===== src/hdl/crn_pkg.sv =====
// Shared types and constants for the credit ring node.
// No dependencies; the node, datapath, controller and testbench refer to it by scoped names.
`timescale 1ns / 1ps

package crn_pkg;

  // width of the remainder unit operands (ring size and next id need 9 bits)
  localparam int DIV_W = 9;

  // configuration port
  localparam int CFG_INDEX_W = 2;
  localparam int CFG_DATA_W  = 9;

  typedef enum logic [CFG_INDEX_W-1:0] {
    CFG_OWN_ID      = 2'd0,
    CFG_RING_SIZE   = 2'd1,
    CFG_QUEUE_LIMIT = 2'd2
  } cfg_index_e;

  // register reset values
  localparam logic [7:0] OWN_ID_RESET      = 8'd1;
  localparam logic [8:0] RING_SIZE_RESET   = 9'd5;
  localparam logic [6:0] QUEUE_LIMIT_RESET = 7'd50;

  // input commands
  typedef enum logic [2:0] {
    CMD_TICK   = 3'd0,
    CMD_DATA   = 3'd1,
    CMD_PROBE  = 3'd2,
    CMD_CREDIT = 3'd3,
    CMD_START  = 3'd4
  } cmd_e;

  // result kinds
  typedef enum logic [2:0] {
    KIND_DATA     = 3'd0,
    KIND_CREDIT   = 3'd1,
    KIND_PROBE    = 3'd2,
    KIND_DEADLOCK = 3'd3,
    KIND_CONSUMED = 3'd4,
    KIND_DROPPED  = 3'd5
  } kind_e;

  // result field source select
  typedef enum logic [2:0] {
    SEL_OWN_PROBE = 3'd0,
    SEL_GEN       = 3'd1,
    SEL_HEAD      = 3'd2,
    SEL_CREDIT    = 3'd3,
    SEL_ECHO      = 3'd4
  } sel_e;

  // controller states
  typedef enum logic [3:0] {
    ST_NID_GO   = 4'd0,
    ST_NID_WAIT = 4'd1,
    ST_IDLE     = 4'd2,
    ST_DECIDE   = 4'd3,
    ST_PROBE    = 4'd4,
    ST_GEN_WAIT = 4'd5,
    ST_GEN      = 4'd6,
    ST_SEND     = 4'd7,
    ST_CREDIT   = 4'd8,
    ST_ECHO     = 4'd9
  } state_e;

  // one input item
  typedef struct packed {
    logic [2:0] command;
    logic [7:0] msg_source;
    logic [7:0] msg_dest;
    logic       msg_waiting;
    logic [6:0] credit_value;
    logic       coin_a;
    logic       coin_b;
    logic [7:0] gen_dest;
  } item_t;

  // one result item
  typedef struct packed {
    logic [2:0] out_kind;
    logic [7:0] out_source;
    logic [7:0] out_dest;
    logic       out_waiting;
    logic [6:0] out_credits;
    logic       out_last;
  } result_t;

  // controller to datapath
  typedef struct packed {
    logic  capture;
    logic  push;
    logic  pop;
    logic  load_credits;
    logic  div_start;
    logic  div_nid;
    logic  nid_load;
    logic  emit;
    sel_e  sel;
    kind_e kind;
    logic  last;
  } ctrl_cmd_t;

  // datapath to controller
  typedef struct packed {
    cmd_e cmd;
    logic credits_zero;
    logic me_zero;
    logic coin_any;
    logic queue_empty;
    logic head_to_next;
    logic room;
    logic dst_is_me;
    logic src_is_me;
    logic waiting;
    logic div_done;
  } dp_status_t;

endpackage


===== src/hdl/credit_ring_node_with_deadlock_probe.sv =====
// Ring node with message queue, credit flow control and deadlock probe.
// Each item is captured and decided, then its results (0 to 3) follow; a generated
// message first waits on the iterative remainder unit. Results come one per cycle from a
// registered strobe, in the cycle after the controller emits them; no stall.
// After reset, and after a write to own_id or ring_size, busy stays high
// while the next-node id is worked out; the queue needs no clearing.
// Depends on crn_pkg, crn_ctrl and crn_datapath.
`timescale 1ns / 1ps

module credit_ring_node_with_deadlock_probe #(
  parameter int QUEUE_DEPTH = 64,
  parameter int ID_WIDTH    = 8
) (
  input  logic                            clk,
  input  logic                            rst,
  input  logic                            start,
  output logic                            busy,
  input  crn_pkg::item_t                  item,
  output logic                            result_valid,
  output crn_pkg::result_t                result,
  input  logic                            cfg_valid,
  output logic                            cfg_ready,
  input  logic [crn_pkg::CFG_INDEX_W-1:0] cfg_index,
  input  logic [crn_pkg::CFG_DATA_W-1:0]  cfg_data
);

  crn_pkg::ctrl_cmd_t  cmd;
  crn_pkg::dp_status_t status;
  logic                cfg_we;
  logic                cfg_nid_write;

  // config write, and whether it moves the next-node id
  assign cfg_we        = cfg_valid && cfg_ready;
  assign cfg_nid_write = cfg_we && (cfg_index == crn_pkg::CFG_OWN_ID ||
                                    cfg_index == crn_pkg::CFG_RING_SIZE);

  crn_ctrl u_ctrl (
    .clk           (clk),
    .rst           (rst),
    .start         (start),
    .cfg_nid_write (cfg_nid_write),
    .status        (status),
    .busy          (busy),
    .cfg_ready     (cfg_ready),
    .cmd           (cmd)
  );

  crn_datapath #(
    .QUEUE_DEPTH (QUEUE_DEPTH),
    .ID_WIDTH    (ID_WIDTH)
  ) u_datapath (
    .clk          (clk),
    .rst          (rst),
    .item         (item),
    .cfg_we       (cfg_we),
    .cfg_index    (cfg_index),
    .cfg_data     (cfg_data),
    .cmd          (cmd),
    .status       (status),
    .result_valid (result_valid),
    .result       (result)
  );

endmodule


===== src/hdl/crn_ram.sv =====
// Generic single-write, single-read RAM with registered read data.
// No dependencies.
`timescale 1ns / 1ps

module crn_ram #(
  parameter int WIDTH = 17,
  parameter int DEPTH = 64
) (
  input  logic                                    clk,
  input  logic                                    we,
  input  logic [((DEPTH > 1) ? $clog2(DEPTH) : 1)-1:0] waddr,
  input  logic [WIDTH-1:0]                        wdata,
  input  logic [((DEPTH > 1) ? $clog2(DEPTH) : 1)-1:0] raddr,
  output logic [WIDTH-1:0]                        rdata
);

  logic [WIDTH-1:0] mem [DEPTH];

  // write port and registered read port
  always_ff @(posedge clk) begin
    if (we) begin
      mem[waddr] <= wdata;
    end
    rdata <= mem[raddr];
  end

endmodule


===== src/hdl/crn_mod.sv =====
// Iterative remainder unit: one restoring step per cycle.
// No dependencies.
`timescale 1ns / 1ps

module crn_mod #(
  parameter int W = 9
) (
  input  logic         clk,
  input  logic         rst,
  input  logic         start,
  input  logic [W-1:0] dividend,
  input  logic [W-1:0] divisor,
  output logic         done,
  output logic [W-1:0] remainder
);

  localparam int CntW = $clog2(W + 1);

  logic [W-1:0]    dvd;
  logic [W-1:0]    dsr;
  logic [W:0]      rem;
  logic [CntW-1:0] cnt;
  logic            run;
  logic [W:0]      trial;
  logic [W:0]      diff;
  logic            fits;

  // one trial subtraction per step
  assign trial = {rem[W-1:0], dvd[W-1]};
  assign diff  = trial - {1'b0, dsr};
  assign fits  = trial >= {1'b0, dsr};

  // step control
  always_ff @(posedge clk) begin
    if (rst) begin
      run  <= 1'b0;
      done <= 1'b0;
      cnt  <= '0;
    end else if (start) begin
      run  <= 1'b1;
      done <= 1'b0;
      cnt  <= CntW'(W);
    end else if (run) begin
      cnt <= cnt - 1'b1;
      if (cnt == CntW'(1)) begin
        run  <= 1'b0;
        done <= 1'b1;
      end
    end
  end

  // operand and partial remainder
  always_ff @(posedge clk) begin
    if (start) begin
      dvd <= dividend;
      dsr <= divisor;
      rem <= '0;
    end else if (run) begin
      dvd <= dvd << 1;
      rem <= fits ? diff : trial;
    end
  end

  assign remainder = rem[W-1:0];

endmodule


===== src/hdl/crn_datapath.sv =====
// Datapath of the ring node: config registers, item register, queue,
// credit state, next-id remainder unit and result register.
// Depends on crn_pkg, crn_ram and crn_mod.
`timescale 1ns / 1ps

module crn_datapath #(
  parameter int QUEUE_DEPTH = 64,
  parameter int ID_WIDTH    = 8
) (
  input  logic                                clk,
  input  logic                                rst,
  input  crn_pkg::item_t                      item,
  input  logic                                cfg_we,
  input  logic [crn_pkg::CFG_INDEX_W-1:0]     cfg_index,
  input  logic [crn_pkg::CFG_DATA_W-1:0]      cfg_data,
  input  crn_pkg::ctrl_cmd_t                  cmd,
  output crn_pkg::dp_status_t                 status,
  output logic                                result_valid,
  output crn_pkg::result_t                    result
);

  localparam int AddrW  = (QUEUE_DEPTH > 1) ? $clog2(QUEUE_DEPTH) : 1;
  localparam int CntW   = $clog2(QUEUE_DEPTH + 1);
  localparam int LimW   = (CntW > 7) ? CntW : 7;
  localparam int CmpW   = (ID_WIDTH > crn_pkg::DIV_W) ? ID_WIDTH : crn_pkg::DIV_W;
  localparam int EntryW = 2 * ID_WIDTH + 1;

  logic [7:0]                own_id;
  logic [8:0]                ring_size;
  logic [6:0]                queue_limit;
  crn_pkg::item_t            item_q;
  logic [AddrW-1:0]          head;
  logic [AddrW-1:0]          tail;
  logic [CntW-1:0]           count;
  logic [6:0]                credits_held;
  logic [crn_pkg::DIV_W-1:0] nid;

  logic [ID_WIDTH-1:0]       me;
  logic [ID_WIDTH-1:0]       in_src;
  logic [ID_WIDTH-1:0]       in_dst;
  logic [EntryW-1:0]         rdata;
  logic [ID_WIDTH-1:0]       head_src;
  logic [ID_WIDTH-1:0]       head_dst;
  logic                      head_wait;
  logic [crn_pkg::DIV_W-1:0] eff_ring;
  logic [crn_pkg::DIV_W-1:0] div_dividend;
  logic [crn_pkg::DIV_W-1:0] div_rem;
  logic                      div_done;
  logic [LimW-1:0]           lim;
  logic [LimW-1:0]           count_ext;
  logic [6:0]                credit_out;
  crn_pkg::result_t          result_next;

  // configuration registers
  always_ff @(posedge clk) begin
    if (rst) begin
      own_id      <= crn_pkg::OWN_ID_RESET;
      ring_size   <= crn_pkg::RING_SIZE_RESET;
      queue_limit <= crn_pkg::QUEUE_LIMIT_RESET;
    end else if (cfg_we) begin
      case (cfg_index)
        crn_pkg::CFG_OWN_ID:      own_id      <= cfg_data[7:0];
        crn_pkg::CFG_RING_SIZE:   ring_size   <= cfg_data;
        crn_pkg::CFG_QUEUE_LIMIT: queue_limit <= cfg_data[6:0];
        default: ;
      endcase
    end
  end

  // accepted item
  always_ff @(posedge clk) begin
    if (cmd.capture) begin
      item_q <= item;
    end
  end

  // id views at the configured id width
  assign me     = ID_WIDTH'(own_id);
  assign in_src = ID_WIDTH'(item_q.msg_source);
  assign in_dst = ID_WIDTH'(item_q.msg_dest);

  // queue storage, head entry read every cycle
  crn_ram #(
    .WIDTH (EntryW),
    .DEPTH (QUEUE_DEPTH)
  ) u_queue (
    .clk   (clk),
    .we    (cmd.push),
    .waddr (tail),
    .wdata ({in_src, in_dst, item_q.msg_waiting}),
    .raddr (head),
    .rdata (rdata)
  );

  assign head_src  = rdata[EntryW-1 -: ID_WIDTH];
  assign head_dst  = rdata[ID_WIDTH:1];
  assign head_wait = rdata[0];

  // queue pointers and occupancy
  always_ff @(posedge clk) begin
    if (rst) begin
      head  <= '0;
      tail  <= '0;
      count <= '0;
    end else begin
      if (cmd.push) begin
        tail <= (32'(tail) + 1 >= QUEUE_DEPTH) ? '0 : tail + 1'b1;
      end
      if (cmd.pop) begin
        head <= (32'(head) + 1 >= QUEUE_DEPTH) ? '0 : head + 1'b1;
      end
      if (cmd.push && !cmd.pop) begin
        count <= count + 1'b1;
      end else if (cmd.pop && !cmd.push) begin
        count <= count - 1'b1;
      end
    end
  end

  // credits from the next node
  always_ff @(posedge clk) begin
    if (rst) begin
      credits_held <= '0;
    end else if (cmd.load_credits) begin
      credits_held <= item_q.credit_value;
    end
  end

  // remainder unit, shared by next id and generated destination
  assign eff_ring     = (ring_size == '0) ? crn_pkg::DIV_W'(1) : ring_size;
  assign div_dividend = cmd.div_nid ? ({1'b0, own_id} + crn_pkg::DIV_W'(1))
                                    : crn_pkg::DIV_W'(item_q.gen_dest);

  crn_mod #(
    .W (crn_pkg::DIV_W)
  ) u_mod (
    .clk       (clk),
    .rst       (rst),
    .start     (cmd.div_start),
    .dividend  (div_dividend),
    .divisor   (eff_ring),
    .done      (div_done),
    .remainder (div_rem)
  );

  // next node id
  always_ff @(posedge clk) begin
    if (cmd.nid_load) begin
      nid <= div_rem;
    end
  end

  // free slots: clamped limit minus occupancy, floor at zero
  assign lim = (LimW'(queue_limit) > LimW'(QUEUE_DEPTH)) ? LimW'(QUEUE_DEPTH)
                                                         : LimW'(queue_limit);
  assign count_ext  = LimW'(count);
  assign credit_out = (count_ext >= lim) ? 7'd0 : 7'(lim - count_ext);

  // status to the controller
  always_comb begin
    status              = '0;
    status.cmd          = crn_pkg::cmd_e'(item_q.command);
    status.credits_zero = credits_held == '0;
    status.me_zero      = me == '0;
    status.coin_any     = item_q.coin_a | item_q.coin_b;
    status.queue_empty  = count == '0;
    status.head_to_next = CmpW'(head_dst) == CmpW'(nid);
    status.room         = count_ext < lim;
    status.dst_is_me    = in_dst == me;
    status.src_is_me    = in_src == me;
    status.waiting      = item_q.msg_waiting;
    status.div_done     = div_done;
  end

  // result field select
  always_comb begin
    result_next          = '0;
    result_next.out_kind = cmd.kind;
    result_next.out_last = cmd.last;
    case (cmd.sel)
      crn_pkg::SEL_OWN_PROBE: begin
        result_next.out_source  = 8'(me);
        result_next.out_dest    = 8'(me);
        result_next.out_waiting = 1'b1;
      end
      crn_pkg::SEL_GEN: begin
        result_next.out_source = 8'(me);
        result_next.out_dest   = 8'(ID_WIDTH'(div_rem));
      end
      crn_pkg::SEL_HEAD: begin
        result_next.out_source  = 8'(head_src);
        result_next.out_dest    = 8'(head_dst);
        result_next.out_waiting = head_wait;
      end
      crn_pkg::SEL_CREDIT: begin
        result_next.out_credits = credit_out;
      end
      crn_pkg::SEL_ECHO: begin
        result_next.out_source  = 8'(in_src);
        result_next.out_dest    = 8'(in_dst);
        result_next.out_waiting = item_q.msg_waiting;
      end
      default: ;
    endcase
  end

  // result register
  always_ff @(posedge clk) begin
    if (rst) begin
      result_valid <= 1'b0;
    end else begin
      result_valid <= cmd.emit;
    end
  end

  always_ff @(posedge clk) begin
    if (cmd.emit) begin
      result <= result_next;
    end
  end

  // queue consistency checks
  a_pop_nonempty: assert property (@(posedge clk) disable iff (rst)
    cmd.pop |-> count != '0)
    else $error("queue pop while empty");

  a_push_not_full: assert property (@(posedge clk) disable iff (rst)
    cmd.push |-> count < CntW'(QUEUE_DEPTH))
    else $error("queue push while full");

  a_ptr_match: assert property (@(posedge clk) disable iff (rst)
    (count == '0 || count == CntW'(QUEUE_DEPTH)) |-> head == tail)
    else $error("queue pointers disagree with occupancy");

endmodule


===== src/hdl/crn_ctrl.sv =====
// Controller of the ring node: decides the results of an item and
// sequences them one per cycle. Depends on crn_pkg.
`timescale 1ns / 1ps

module crn_ctrl (
  input  logic                clk,
  input  logic                rst,
  input  logic                start,
  input  logic                cfg_nid_write,
  input  crn_pkg::dp_status_t status,
  output logic                busy,
  output logic                cfg_ready,
  output crn_pkg::ctrl_cmd_t  cmd
);

  typedef struct packed {
    logic          probe;
    logic          gen;
    logic          send;
    logic          credit;
    logic          echo;
    crn_pkg::kind_e echo_kind;
  } plan_t;

  crn_pkg::state_e state;
  crn_pkg::state_e state_next;
  plan_t           plan;
  plan_t           plan_next;
  plan_t           decided;
  logic            push_ok;

  function automatic crn_pkg::state_e dispatch(input plan_t p);
    crn_pkg::state_e s;
    if (p.probe) begin
      s = crn_pkg::ST_PROBE;
    end else if (p.gen) begin
      s = crn_pkg::ST_GEN_WAIT;
    end else if (p.send) begin
      s = crn_pkg::ST_SEND;
    end else if (p.credit) begin
      s = crn_pkg::ST_CREDIT;
    end else if (p.echo) begin
      s = crn_pkg::ST_ECHO;
    end else begin
      s = crn_pkg::ST_IDLE;
    end
    return s;
  endfunction

  // data message goes into the queue
  assign push_ok = !status.dst_is_me && status.room;

  // results the current item calls for
  always_comb begin
    decided           = '0;
    decided.echo_kind = crn_pkg::KIND_DATA;
    case (status.cmd)
      crn_pkg::CMD_TICK: begin
        decided.probe  = status.credits_zero && status.me_zero;
        decided.gen    = !status.credits_zero && status.coin_any;
        decided.send   = !decided.gen && !status.queue_empty &&
                         (!status.credits_zero || status.head_to_next);
        decided.credit = decided.send;
      end
      crn_pkg::CMD_DATA: begin
        if (push_ok) begin
          decided.credit = 1'b1;
        end else begin
          decided.echo      = 1'b1;
          decided.echo_kind = status.dst_is_me ? crn_pkg::KIND_CONSUMED
                                               : crn_pkg::KIND_DROPPED;
        end
      end
      crn_pkg::CMD_PROBE: begin
        if (status.src_is_me) begin
          decided.echo      = status.waiting && status.credits_zero;
          decided.echo_kind = crn_pkg::KIND_DEADLOCK;
        end else begin
          decided.echo      = status.waiting && status.credits_zero &&
                              (status.queue_empty || !status.head_to_next);
          decided.echo_kind = crn_pkg::KIND_PROBE;
        end
      end
      crn_pkg::CMD_START: begin
        decided.credit = 1'b1;
      end
      default: ;
    endcase
  end

  // next state and remaining results
  always_comb begin
    state_next = state;
    plan_next  = plan;
    case (state)
      crn_pkg::ST_NID_GO: begin
        // a new id or ring size restarts the remainder unit
        if (cfg_nid_write) begin
          state_next = crn_pkg::ST_NID_GO;
        end else begin
          state_next = crn_pkg::ST_NID_WAIT;
        end
      end
      crn_pkg::ST_NID_WAIT: begin
        if (cfg_nid_write) begin
          state_next = crn_pkg::ST_NID_GO;
        end else if (status.div_done) begin
          state_next = crn_pkg::ST_IDLE;
        end
      end
      crn_pkg::ST_IDLE: begin
        if (start) begin
          state_next = crn_pkg::ST_DECIDE;
        end else if (cfg_nid_write) begin
          state_next = crn_pkg::ST_NID_GO;
        end
      end
      crn_pkg::ST_DECIDE: begin
        plan_next  = decided;
        state_next = dispatch(decided);
      end
      crn_pkg::ST_PROBE: begin
        plan_next.probe = 1'b0;
        state_next      = dispatch(plan_next);
      end
      crn_pkg::ST_GEN_WAIT: begin
        if (status.div_done) begin
          state_next = crn_pkg::ST_GEN;
        end
      end
      crn_pkg::ST_GEN: begin
        plan_next.gen = 1'b0;
        state_next    = dispatch(plan_next);
      end
      crn_pkg::ST_SEND: begin
        plan_next.send = 1'b0;
        state_next     = dispatch(plan_next);
      end
      crn_pkg::ST_CREDIT: begin
        plan_next.credit = 1'b0;
        state_next       = dispatch(plan_next);
      end
      crn_pkg::ST_ECHO: begin
        plan_next.echo = 1'b0;
        state_next     = dispatch(plan_next);
      end
      default: begin
        state_next = crn_pkg::ST_IDLE;
      end
    endcase
  end

  // state registers
  always_ff @(posedge clk) begin
    if (rst) begin
      state <= crn_pkg::ST_NID_GO;
      plan  <= '0;
    end else begin
      state <= state_next;
      plan  <= plan_next;
    end
  end

  // commands to the datapath
  always_comb begin
    cmd      = '0;
    cmd.sel  = crn_pkg::SEL_ECHO;
    cmd.kind = crn_pkg::KIND_DATA;
    cmd.last = dispatch(plan_next) == crn_pkg::ST_IDLE;
    case (state)
      crn_pkg::ST_NID_GO: begin
        cmd.div_start = 1'b1;
        cmd.div_nid   = 1'b1;
      end
      crn_pkg::ST_NID_WAIT: begin
        cmd.nid_load = status.div_done;
      end
      crn_pkg::ST_IDLE: begin
        cmd.capture = start;
      end
      crn_pkg::ST_DECIDE: begin
        cmd.push         = status.cmd == crn_pkg::CMD_DATA && push_ok;
        cmd.load_credits = status.cmd == crn_pkg::CMD_CREDIT;
        cmd.div_start    = decided.gen;
      end
      crn_pkg::ST_PROBE: begin
        cmd.emit = 1'b1;
        cmd.sel  = crn_pkg::SEL_OWN_PROBE;
        cmd.kind = crn_pkg::KIND_PROBE;
      end
      crn_pkg::ST_GEN: begin
        cmd.emit = 1'b1;
        cmd.sel  = crn_pkg::SEL_GEN;
        cmd.kind = crn_pkg::KIND_DATA;
      end
      crn_pkg::ST_SEND: begin
        cmd.emit = 1'b1;
        cmd.pop  = 1'b1;
        cmd.sel  = crn_pkg::SEL_HEAD;
        cmd.kind = crn_pkg::KIND_DATA;
      end
      crn_pkg::ST_CREDIT: begin
        cmd.emit = 1'b1;
        cmd.sel  = crn_pkg::SEL_CREDIT;
        cmd.kind = crn_pkg::KIND_CREDIT;
      end
      crn_pkg::ST_ECHO: begin
        cmd.emit = 1'b1;
        cmd.sel  = crn_pkg::SEL_ECHO;
        cmd.kind = plan.echo_kind;
      end
      default: ;
    endcase
  end

  // config is held off while an item is being accepted
  assign busy      = state != crn_pkg::ST_IDLE;
  assign cfg_ready = (state == crn_pkg::ST_IDLE && !start) ||
                     state == crn_pkg::ST_NID_GO || state == crn_pkg::ST_NID_WAIT;

  // sequencing checks
  a_last_ends_item: assert property (@(posedge clk) disable iff (rst)
    (cmd.emit && cmd.last) |=> state == crn_pkg::ST_IDLE)
    else $error("last result not followed by idle");

  a_gen_has_credits: assert property (@(posedge clk) disable iff (rst)
    (state == crn_pkg::ST_DECIDE && cmd.div_start) |-> !status.credits_zero)
    else $error("message generated without credits");

  a_pop_before_credit: assert property (@(posedge clk) disable iff (rst)
    cmd.pop |=> state == crn_pkg::ST_CREDIT)
    else $error("forwarded message not followed by credit");

endmodule


===== config.mk =====
export PLATFORM = sky130hd
export DESIGN_NAME = credit_ring_node_with_deadlock_probe
export DESIGN_NICKNAME = d
export VERILOG_FILES = /design/src/hdl/crn_pkg.sv /design/src/hdl/credit_ring_node_with_deadlock_probe.sv /design/src/hdl/crn_ram.sv /design/src/hdl/crn_mod.sv /design/src/hdl/crn_datapath.sv /design/src/hdl/crn_ctrl.sv
export SDC_FILE = /design/constraint.sdc
export NUM_CORES = 2
export LEC_CHECK = 0
export BUFFER_PORTS_ARGS = -buffer_cell sky130_fd_sc_hd__buf_2
export CORE_MARGIN = 2
export CORE_UTILIZATION = 55
export CTS_CLUSTER_SIZE = 10
export DETAILED_ROUTE_END_ITERATION = 7
export HOLD_SLACK_MARGIN = 0.12
export PLACE_DENSITY = 0.71
export SLEW_MARGIN = 20
export SYNTH_ARGS = -nofsm -noshare
export SYNTH_HDL_FRONTEND = slang
export SYNTH_SLANG_ARGS = --single-unit

===== constraint.sdc =====
create_clock -name clk -period 4.8 [get_ports clk]
set_input_delay 0.24 -clock clk [delete_from_list [all_inputs] [get_ports clk]]
set_output_delay 0.24 -clock clk [all_outputs]
set_load 0.05 [all_outputs]

==> results summary <==
The area enclosed by the die boundary came out at between 0.09 and 0.1 sq mm. The pin count of the biggest net entering global routing is 72. In this run, synthesis inferred between 1000 and 1500 flip-flops with an integrated enable. The largest stage delay on the critical path came out at 0.53 ns.

Summed over all cells, the static leakage comes to ~18 nW. VDD sags by at most approximately 0.35 mV. Setup repair after global routing left no endpoint under its margin. The global placer's final weighted congestion is 0.9159. The final worst-path cycle share came out at 0.8492.

On the critical path, the stage with the largest delay is an instance of sky130_fd_sc_hd__dfxtp_1. The initial core utilization is 0.5571. The number of antenna violations at the first check in global routing is 5. Data arrives at the worst endpoint at between 4 and 5 ns. The final hold slack is 0.2063 ns.

The detailed-route wire length came out at 115500 microns. The maximum clock frequency came out at approximately 0.25 GHz. The share of synthesized flip-flops with an asynchronous set or reset came out at 0. The mean number of vias per cell came out at ~6.4. Gates resized during post-CTS repair numbered 0. The die width came out at 306.6 microns. The clock insertion delay at the later pin of the skew report came out at approximately 0.76 ns.

The average cell area after synthesis came out at around 20 sq um. The final max-slew violation count is 0. The number of optimization iterations in the first detailed-route pass is 6.

The worst setup path is launched from a register. The detailed-route DRC error count is 0. The cell sitting at the root of the clock tree is a sky130_fd_sc_hd__clkbuf_16. Data on the critical path is required at its endpoint by 5.46 ns. The worst hold path endpoint is u_datapath.item_q[8].

The number of setup violations in the final report came out at 0. The launch instance of the worst register-to-register path is u_datapath.queue_limit[6]. The most used flip-flop cell after synthesis is sky130_fd_sc_hd__edfxtp_1. The floorplan has 110 rows. Walking the worst path, the cells encountered are nor2b_1, ha_1, o211ai_2, a21oi_4, o21ai_2, nor4_4, buf_4, ha_1, inv_1, fa_1, a21oi_1, o21bai_1, a21o_1, a21oi_1, xnor2_1, or3_1, a21oi_1. For met3 alone, demand over resource in global routing was 0.04900. The largest total area in the synthesized netlist belongs to sky130_fd_sc_hd__edfxtp_1. During synthesis, Yosys emitted a total of 0 warnings. In this run the remaining antenna-violating nets after routing total 0. For the final database, setup skew stands at between 0.03 and 0.04 ns. Grouping stages by cell kind, the critical path spends the most delay in compound AO/OA/AOI/OAI gates. The largest fanout on the critical path came out at 9. The worst register-to-register path has a depth of 17. TritonCTS built the clock tree.

The synthesis-to-finish area growth came out at 13.48%. met2 is the most crowded layer. The via count of the first global-routing pass is about 26000. The estimated wirelength of the detail-placed design is 68990 microns.

For this run, global-route usage on met2 was measured as 0.4096. Yosys mapped the design onto between 70 and 80 distinct sky130hd cell types. Across all register-to-register paths, the minimum setup slack is between 0.7 and 0.8 ns. The power density normalized to cell area came out at 398.7 mW/mm^2. The number of buffers on the longest clock path came out at 3.

The clock period minus final worst setup slack is a little over 4 ns. The number of standard cells after synthesis is ~2500. The synthesized design contains roughly 1300 register bits. The flow ran to the end, and the final reports show no timing, DRC or antenna violations. The first-pass GRT wire length is between 150000 and 200000 microns. Max-cap violations in this run came to 0. Together, buffers and inverters on the worst path number 2. The total via count in the routed design came out at ~25000.

In the final routed layout, each cell accounts on average for roughly 29 microns. The number of clock sinks is about 1300. Counting stages on the worst path, the most repeated cell is sky130_fd_sc_hd__a21oi_1.

The H-tree depth came out at 4. After clock tree synthesis, the clock-pin slew on the worst setup and hold paths is around 0.05 ns. The mapped cell area is a little over 0.05 sq mm. The slew at the pin closest to its max-slew limit is 1.150 ns. The number of I/O pins came out at between 80 and 90.

The type of the worst setup path is reg -> reg. The worst hold path belongs to the class in -> reg. In the final layout, the share of cells above drive strength 1 is 0.2588. In this run the most critical hold path is launched from item[8]. The setup TNS after final layout came out at 0 ns. The worst hold path was traced through 2 stages. The core region is about 0.09 sq mm.

The post-CTS setup buffer count came out at 0. Fill cells in the final layout number around 6000. In this run, CTS created clock tree buffers numbering approximately 150.

Of the post-synthesis cell area, the dominant cell type holds 0.7034. The number of nets in the layout is around 2900. The number of DRC markers in iteration 0 came out at ~2800.

The net count after synthesis came out at around 2600. The cts-stage hold buffer count came out at 53. The worst setup path is captured at a register. The all-layer global routing usage came out at 0.2524. During placement, the flow inserted port buffers numbering between 80 and 90.

The remaining global-route overflow came out at 0. The sequential-to-total area share from yosys stat came out at 0.7412. The top cell types in the final layout, fill and taps aside, are sky130_fd_sc_hd__edfxtp_1, sky130_fd_sc_hd__mux4_2, sky130_fd_sc_hd__nor2_1, sky130_fd_sc_hd__clkbuf_16, sky130_fd_sc_hd__buf_4. Yosys attributes the largest share of cell area to sky130_fd_sc_hd__edfxtp_1, sky130_fd_sc_hd__mux4_2, sky130_fd_sc_hd__dfxtp_1. The die is roughly 310 microns tall.

The hold violation count in the final report came out at 0. In this run the critical register-to-register path is captured at u_datapath.count[6]. The fraction of met1 tracks used by global routing came out at 0.3493. In this run the tightest slew margin relative to its limit is 0.2263.

Leaving out fill and tap cells, the most frequent cell in the layout is sky130_fd_sc_hd__edfxtp_1.
how the worst max path moves through the flow:
stage / start / end / slack, ns / cells past startpoint
4_1_cts: u_datapath.queue_limit[6] / u_datapath.count[6] / 0.72 / 17
2_1_floorplan: u_datapath.in_dst[2] / u_datapath.count[6] / 0.99 / 14
5_1_grt: u_datapath.queue_limit[6] / u_datapath.count[6] / 0.55 / 17
3_3_place_gp: u_datapath.queue_limit[6] / u_datapath.count[6] / 0.73 / 17
3_5_place_dp: u_datapath.queue_limit[6] / u_datapath.count[6] / 0.74 / 17
6_report: u_datapath.queue_limit[6] / u_datapath.count[6] / 0.72 / 17
registers in the layout, summed over array words and instances, names as in the netlist, 9 cells and up:
register,count
u_datapath.u_queue.rdata,17
u_datapath.result,28
u_datapath.ring_size,9
u_datapath.u_mod.dvd,9
u_datapath.u_queue.mem,1088
u_datapath.nid,9
u_datapath.item_q,17
u_datapath.u_mod.rem,9
u_datapath.u_mod.dsr,9
Yosys cell counts (21+ instances only):
library cell / instances
sky130_fd_sc_hd__buf_2: 38
sky130_fd_sc_hd__a21oi_1: 51
sky130_fd_sc_hd__xnor2_1: 35
sky130_fd_sc_hd__mux2i_1: 42
sky130_fd_sc_hd__xor2_1: 21
sky130_fd_sc_hd__dfxtp_1: 95
sky130_fd_sc_hd__mux4_2: 340
sky130_fd_sc_hd__ha_1: 29
sky130_fd_sc_hd__nor2_1: 161
sky130_fd_sc_hd__nand2_1: 65
sky130_fd_sc_hd__a22oi_1: 35
sky130_fd_sc_hd__edfxtp_1: 1180
sky130_fd_sc_hd__inv_1: 41
sky130_fd_sc_hd__o21ai_0: 49
sky130_fd_sc_hd__clkbuf_1: 91
cell families after synthesis:
| logic type | synth area share |
|---|---|
| adder cells (fa/ha/maj) | 0.008396 |
| buffers and inverters | 0.01557 |
| flip-flops | 0.7412 |
| XOR/XNOR | 0.009737 |
| AND/OR/NAND/NOR | 0.03569 |
| multiplexers | 0.1604 |
| AO/OA/AOI/OAI | 0.02904 |
power breakdown:
group	leakage [nW]	internal (W)	switching, W
Sequential	11.4	0.0122	0.0000922
Combinational	4.60	0.000288	0.000526
Clock	1.95	0.00554	0.00415
Total	18.0	0.0180	0.00477
stage by stage:
stage / instances / total power, W / setup slack (ns) / utilization / cell area (sq um)
4_1_cts: 3997 / 0.02297 / 0.7173 / 0.6321 / 57160
3_3_place_gp: 3743 / 0.01324 / 0.7319 / 0.5813 / 52560
2_1_floorplan: 2528 / 0.01300 / 0.9905 / - / 50370
5_1_grt: 3997 / 0.02349 / 0.5483 / 0.6321 / 57160
6_report: 3998 / 0.02279 / 0.7237 / 0.6322 / 57160
3_5_place_dp: 3744 / 0.01327 / 0.7433 / 0.5815 / 52580
worst reg2reg max path, cell delays in order, from the launching register on:
cell                       delay (ns)
sky130_fd_sc_hd__dfxtp_1         0.53
sky130_fd_sc_hd__nor2b_1         0.09
sky130_fd_sc_hd__ha_1            0.40
sky130_fd_sc_hd__o211ai_2        0.14
sky130_fd_sc_hd__a21oi_4         0.16
sky130_fd_sc_hd__o21ai_2         0.12
sky130_fd_sc_hd__nor4_4          0.25
sky130_fd_sc_hd__buf_4           0.25
sky130_fd_sc_hd__ha_1            0.23
sky130_fd_sc_hd__inv_1           0.15
sky130_fd_sc_hd__fa_1            0.48
sky130_fd_sc_hd__a21oi_1         0.15
sky130_fd_sc_hd__o21bai_1        0.11
sky130_fd_sc_hd__a21o_1          0.19
sky130_fd_sc_hd__a21oi_1         0.17
sky130_fd_sc_hd__xnor2_1         0.10
sky130_fd_sc_hd__or3_1           0.31
sky130_fd_sc_hd__a21oi_1         0.15
layer usage:
metal	up-vias	routed length [microns]
met5	-	25
met4	4	3500
met1	13290	45770
met3	221	8960
li1	10760	-
met2	1170	57280
cell type report:
class,instances,area (sq um),area share
tap,1176,1471,0.02574
antenna,1,2.502,0.00004378
inverter,41,153.9,0.002692
timing repair buffer,242,1857,0.03248
multi-input combinational,1063,12280,0.2148
clock buffer,186,3804,0.06654
clock inverter,14,246.5,0.004312
sequential,1275,37350,0.6534
(Power assumes the default switching activity.)
